--- src/sv/apsp_pkg.sv ---
// Shared types and constants for the all-pairs shortest-path unit.
// No dependencies; imported by the controller, datapath and top level.
`default_nettype none

package apsp_pkg;

  localparam int MAX_NODES_DEF = 64;
  localparam int DIST_BITS_DEF = 24;

  localparam int CMD_BITS   = 2;
  localparam int NODE_BITS  = 6;
  localparam int EDGE_BITS  = 24;
  localparam int OUT_BITS   = 24;
  localparam int COUNT_BITS = 7;

  localparam logic [COUNT_BITS-1:0] NODE_COUNT_RESET = 7'd64;

  typedef enum logic [CMD_BITS-1:0] {
    CMD_CLEAR = 2'd0,
    CMD_EDGE  = 2'd1,
    CMD_RUN   = 2'd2,
    CMD_READ  = 2'd3
  } cmd_t;

  typedef enum logic [3:0] {
    S_SWEEP,
    S_IDLE,
    S_EDGE1,
    S_EDGE2,
    S_READ,
    S_READ_WAIT,
    S_ROW,
    S_ROW_WAIT,
    S_COL,
    S_RESP
  } state_t;

  typedef enum logic [2:0] {
    DP_IDLE,
    DP_FILL,
    DP_EDGE,
    DP_LATCH_IK,
    DP_RELAX
  } dp_op_t;

  typedef struct packed {
    dp_op_t op;
    logic   capture;
    logic   respond;
    logic   rd_out;
    logic   in_range;
    logic   skip;
  } ctl_t;

endpackage

`default_nettype wire

--- src/sv/apsp_ctrl.sv ---
// Controller: command FSM, loop counters k/i/j, clearing sweep, node_count register.
// Uses apsp_pkg; drives apsp_datapath through ctl_t and memory addresses.
`default_nettype none

module apsp_ctrl import apsp_pkg::*; #(
  parameter int MAX_NODES = MAX_NODES_DEF
) (
  input  wire logic                  clk,
  input  wire logic                  rst,
  input  wire logic                  start,
  output      logic                  busy,
  input  wire logic [CMD_BITS-1:0]   command,
  input  wire logic [NODE_BITS-1:0]  node_a,
  input  wire logic [NODE_BITS-1:0]  node_b,
  input  wire logic                  cfg_valid,
  input  wire logic [COUNT_BITS-1:0] cfg_data,
  output      ctl_t                  ctl,
  output      logic [2*$clog2(MAX_NODES)-1:0] addr_a,
  output      logic [2*$clog2(MAX_NODES)-1:0] addr_b,
  output      logic [2*$clog2(MAX_NODES)-1:0] waddr
);

  localparam int NW = $clog2(MAX_NODES);
  localparam int AW = 2 * NW;

  state_t state, state_next;
  cmd_t   cmd;

  logic [COUNT_BITS-1:0] node_count;
  logic [NW-1:0]         k, i, j;
  logic [NW-1:0]         last_q;
  logic [NW-1:0]         a_q, b_q;
  logic                  ok_q;
  logic [AW-1:0]         sweep_cnt;
  logic                  reply_q;

  logic [31:0]   a32, b32, nc32, lim32;
  logic          ok_now;
  logic          nc_zero;
  logic [NW-1:0] last_now;

  assign cmd      = cmd_t'(command);
  assign a32      = 32'(node_a);
  assign b32      = 32'(node_b);
  assign ok_now   = (a32 < 32'(MAX_NODES)) && (b32 < 32'(MAX_NODES));
  assign nc32     = 32'(node_count);
  assign nc_zero  = (node_count == '0);
  assign lim32    = (nc32 > 32'(MAX_NODES)) ? 32'(MAX_NODES) : nc32;
  assign last_now = NW'(lim32 - 32'd1);

  // next state
  always_comb begin
    state_next = state;
    unique case (state)
      S_SWEEP: begin
        if (sweep_cnt == '1) state_next = reply_q ? S_RESP : S_IDLE;
      end
      S_IDLE: begin
        if (start) begin
          unique case (cmd)
            CMD_CLEAR: state_next = S_SWEEP;
            CMD_EDGE:  state_next = ok_now ? S_EDGE1 : S_RESP;
            CMD_RUN:   state_next = nc_zero ? S_RESP : S_ROW;
            CMD_READ:  state_next = S_READ;
          endcase
        end
      end
      S_EDGE1:     state_next = S_EDGE2;
      S_EDGE2:     state_next = S_RESP;
      S_READ:      state_next = S_READ_WAIT;
      S_READ_WAIT: state_next = S_IDLE;
      S_ROW:       state_next = S_ROW_WAIT;
      S_ROW_WAIT:  state_next = S_COL;
      S_COL: begin
        if (j == last_q) begin
          if (i == last_q && k == last_q) state_next = S_RESP;
          else                            state_next = S_ROW;
        end
      end
      S_RESP:      state_next = S_IDLE;
      default:     state_next = S_IDLE;
    endcase
  end

  // outputs to the datapath
  always_comb begin
    ctl    = '0;
    ctl.op = DP_IDLE;
    addr_a = {i, k};
    addr_b = {i, j};
    waddr  = sweep_cnt;
    busy   = (state != S_IDLE);
    unique case (state)
      S_SWEEP: ctl.op = DP_FILL;
      S_IDLE:  ctl.capture = start;
      S_EDGE1: begin
        ctl.op = DP_EDGE;
        waddr  = {a_q, b_q};
      end
      S_EDGE2: begin
        ctl.op = DP_EDGE;
        waddr  = {b_q, a_q};
      end
      S_READ:  addr_a = {a_q, b_q};
      S_READ_WAIT: begin
        ctl.respond  = 1'b1;
        ctl.rd_out   = 1'b1;
        ctl.in_range = ok_q;
      end
      S_ROW:      addr_a = {i, k};
      S_ROW_WAIT: ctl.op = DP_LATCH_IK;
      S_COL: begin
        ctl.op   = DP_RELAX;
        ctl.skip = (i == j);
        addr_a   = {k, j};
        addr_b   = {i, j};
      end
      S_RESP:  ctl.respond = 1'b1;
      default: ctl.op = DP_IDLE;
    endcase
  end

  always_ff @(posedge clk) begin
    if (rst) begin
      state      <= S_SWEEP;
      sweep_cnt  <= '0;
      reply_q    <= 1'b0;
      node_count <= NODE_COUNT_RESET;
      k          <= '0;
      i          <= '0;
      j          <= '0;
    end else begin
      state <= state_next;
      if (cfg_valid) node_count <= cfg_data;

      if (state == S_SWEEP) sweep_cnt <= sweep_cnt + 1'b1;

      if (state == S_IDLE && start) begin
        k <= '0;
        i <= '0;
        j <= '0;
        if (cmd == CMD_CLEAR) begin
          sweep_cnt <= '0;
          reply_q   <= 1'b1;
        end
      end

      // walk j fastest, then i, then k
      if (state == S_COL) begin
        if (j == last_q) begin
          j <= '0;
          if (i == last_q) begin
            i <= '0;
            k <= k + 1'b1;
          end else begin
            i <= i + 1'b1;
          end
        end else begin
          j <= j + 1'b1;
        end
      end
    end
  end

  // operand capture
  always_ff @(posedge clk) begin
    if (state == S_IDLE && start) begin
      a_q    <= a32[NW-1:0];
      b_q    <= b32[NW-1:0];
      ok_q   <= ok_now;
      last_q <= last_now;
    end
  end

endmodule

`default_nettype wire

--- config.mk ---
export PLATFORM = sky130hd
export DESIGN_NAME = apsp_ctrl
export DESIGN_NICKNAME = d
export VERILOG_FILES = /design/src/sv/apsp_pkg.sv /design/src/sv/apsp_ctrl.sv
export SDC_FILE = /design/constraint.sdc
export NUM_CORES = 1
export LEC_CHECK = 0
export CORE_MARGIN = 2
export CORE_UTILIZATION = 34
export DETAILED_ROUTE_END_ITERATION = 6
export DONT_BUFFER_PORTS = 1
export PLACE_DENSITY = 0.55
export SLEW_MARGIN = 20
export SYNTH_ARGS = -nofsm -noshare
export SYNTH_HDL_FRONTEND = slang
export SYNTH_SLANG_ARGS = --single-unit
--- constraint.sdc ---
create_clock -name clk -period 2.6 [get_ports clk]
set_input_delay 0.26 -clock clk [delete_from_list [all_inputs] [get_ports clk]]
set_output_delay 0.26 -clock clk [all_outputs]
set_load 0.005 [all_outputs]
==> impl_metrics.ini <==
[pwr]
power.switching_mw = 0.404
p_sw_frac = 0.227
seq_power_share = 0.554
power_leakage_nw = 1.50
clkPwrFrac = 0.406
power_frac_comb = 0.040
ir_drop_mv = 0.253
p_int_mw = 1.37
powerDensity_nw_per_um2 = 449

[critical_path]
cp_cell_sequence = nand3b_1 -> inv_2 -> nor2_1 -> buf_4 -> a221o_1
critPathBufInv = 2
required_ns = 2.34
crit_slowest_cell = dfxtp_1
critPathLaunchType = flip-flop
cp-end-kind = output pin
r2r_start = last_q[0]
crit_start = state[2]
slowest_delay_ns = 0.45
worstSetupPathType = flip-flop to output pin
critical-path-top-delay-family = buffers and inverters
arrival_ns = 1.98
path_max_fanout = 18

[floorplan]
fp-row-count = 37
start_util = 0.346
io_pins = 70
die_area_sq_um = 11200
dieHeight_microns = 106
die_w_microns = 106
core_sq_um = 10200

[finish]
diodes = 0
area_delta_synth_final_pct = 12.5
multiInputGateArea_sq_um = 2000
regArea_sq_um = 1380
drive_gt1_frac = 0.114
nFillCells = 1083
fin_cells = 557
finalNetCount = 446

[flow_run]
cap_violations = 0

[detailed_routing]
wl_microns = 9770
vias_per_cell = 5.27
drc_errors = 0
vias = 2935
post_drt_wl_per_cell_microns = 17.5
ant_nets = 0
first_pass_iters = 4
dr.first_iter.drc_count = 250

[grt]
antenna_found_initial = 0
grtUsageTotal = 0.180
grt_max_degree = 25
grt_first_pass_wirelength_microns = 15400
grt_pass1_vias = 2801
grt-ovfl-total = 0

[place]
place_congestion = 0.875
dp.cells = 532
place_hpwl_microns = 7390
io_buffers = 0

[logic_synthesis]
avgSynthCellArea_sq_um = 8.70
synth_edf_count = 18
yosys.area.top_type = dfxtp_1
synth_cell_types = 56
synthTopCellsByCount = nor2_1 (57), nand2_1 (45), dfxtp_1 (42)
synthAdderAreaFrac = 0.0178
synth-xor-area-share = 0.0945
synth_top_family_by_area = simple AND/OR/NAND/NOR gates
synth_ff_type = dfxtp_1
synthesis.area_sq_um = 3520
async_flop_share = 0
synth_top_area_frac = 0.239
synth_nets = 435
synth_seq_cells = 60
synth.most_common_cell = nor2_1
synth_cells = 405
synth_compound_area_frac = 0.147
ys_seq_area_frac = 0.392
yosys-mux-area-fraction = 0.0653
yosys.area_share.simple = 0.240
synthTopCellsByArea = dfxtp_1 (24%), edfxtp_1 (15%), xor2_1 (7.0%)
yosysWarnings = 0

[clocking]
cts-root-buf = clkbuf_8
clk_latency_ns = 0.34
clkSinkCount = 60
cts.htree.levels = 3
clockBufferDepth = 2
path_clk_slew_ns = 0.06
cts_buffers = 9
cts_tree = done

[timing]
finalCritPeriodShare = 0.860
fin_crit_ns = 2.24
totalNegativeSetupSlack_ns = 0
finalHoldViolCount = 0
skew_ns = 0.0124
slew_headroom = 0.624
max_freq_mhz = 447
setup_viol = 0
rsz0062_at_grt = no
slew_viol_final = 0
worstMarginPinSlew_ns = 0.562

[hold_path]
hold_class = input port to flip-flop
min-delay-start = node_a[0]

[outcome]
status = finished, final reports clean
[area by class of cell]
class / instances / area share
clock inverters: 3 / 0.00379
well taps: 136 / 0.0429
flip-flops and latches: 60 / 0.349
multi-input cells: 309 / 0.504
clock buffers: 13 / 0.0376
repair buffers: 25 / 0.0530
inverters: 11 / 0.0104
[kinds of logic (layout without fill, tap and decap cells)]
kind of cell	after synthesis	count (layout)
DFF	60	60
xor gates and xnor gates	38	38
buffers and inverters	36	52
adders and majority gates	5	5
muxes	23	23
and+or+nand+nor	169	169
AOI/OAI and AO/OA	74	74
[cell usage in the layout (no fill, tap or decap), drive strengths merged, types with 8 or more instances in the layout]
master       netlist  layout
inv               11      11
xor2              28      28
dfxtp             42      42
dlygate4sd3        0       9
nand2b             8       8
nand3             15      15
mux2i             23      23
nor2              57      57
buf                9      16
nand2             45      45
clkbuf            16      13
a22oi             10      10
edfxtp            18      18
a21oi             31      31
nor4               8       8
xnor2             10      10
[what timing repair did]
action,in CTS,in global routing
hold buffers,1,8
resized for setup,0,0
buffers inserted,0,0
setup endpoints to repair,0,0
endpoints found under the hold margin,11,8
[registers in the layout (all words and copies together) (netlist names)]
signal      count
last_q          6
i               6
k               6
state           4
a_q             6
reply_q         1
node_count      7
sweep_cnt      12
b_q             6
j               6
[stage by stage]
step	util	total power [mW]	area (sq um)	hold WS (ns)	setup WS, ns
5_1_grt	0.389	1.86	3960	0.0000354	0.200
6_report	0.389	1.78	3960	0.0182	0.363
3_5_place_dp	0.364	1.06	3710	0.336	0.417
4_1_cts	0.381	1.79	3880	0.00179	0.357
3_3_place_gp	0.364	1.06	3710	0.333	0.438
2_1_floorplan	-	1.05	3520	0.359	0.613
[power groups by stage]
stage	registers [mW]	clock network (mW)	logic, mW
6_report	0.986	0.722	0.0704
5_1_grt	0.987	0.790	0.0799
4_1_cts	0.985	0.741	0.0614
3_5_place_dp	1.01	0	0.0566
3_3_place_gp	1.01	0	0.0552
2_1_floorplan	1.00	0	0.0521
[final timing paths]
path | endpoint | slack, ns | cells past startpoint
max | addr_a[10] | 0.36 | 5
min | a_q[0] | 0.02 | 0
max reg2reg | k[2] | 0.37 | 5
min reg2reg | reply_q | 0.50 | 2
[per-layer routing]
metal | vias to the layer above | part of all wire | global-route usage
met4 | 0 | 0.014 | 0.0592
met5 | - | 0 | 0
met2 | 94 | 0.43 | 0.271
met3 | 10 | 0.093 | 0.0618
met1 | 1374 | 0.46 | 0.241
li1 | 1457 | - | -
No activity file was read; power rests on OpenSTA's default activity.
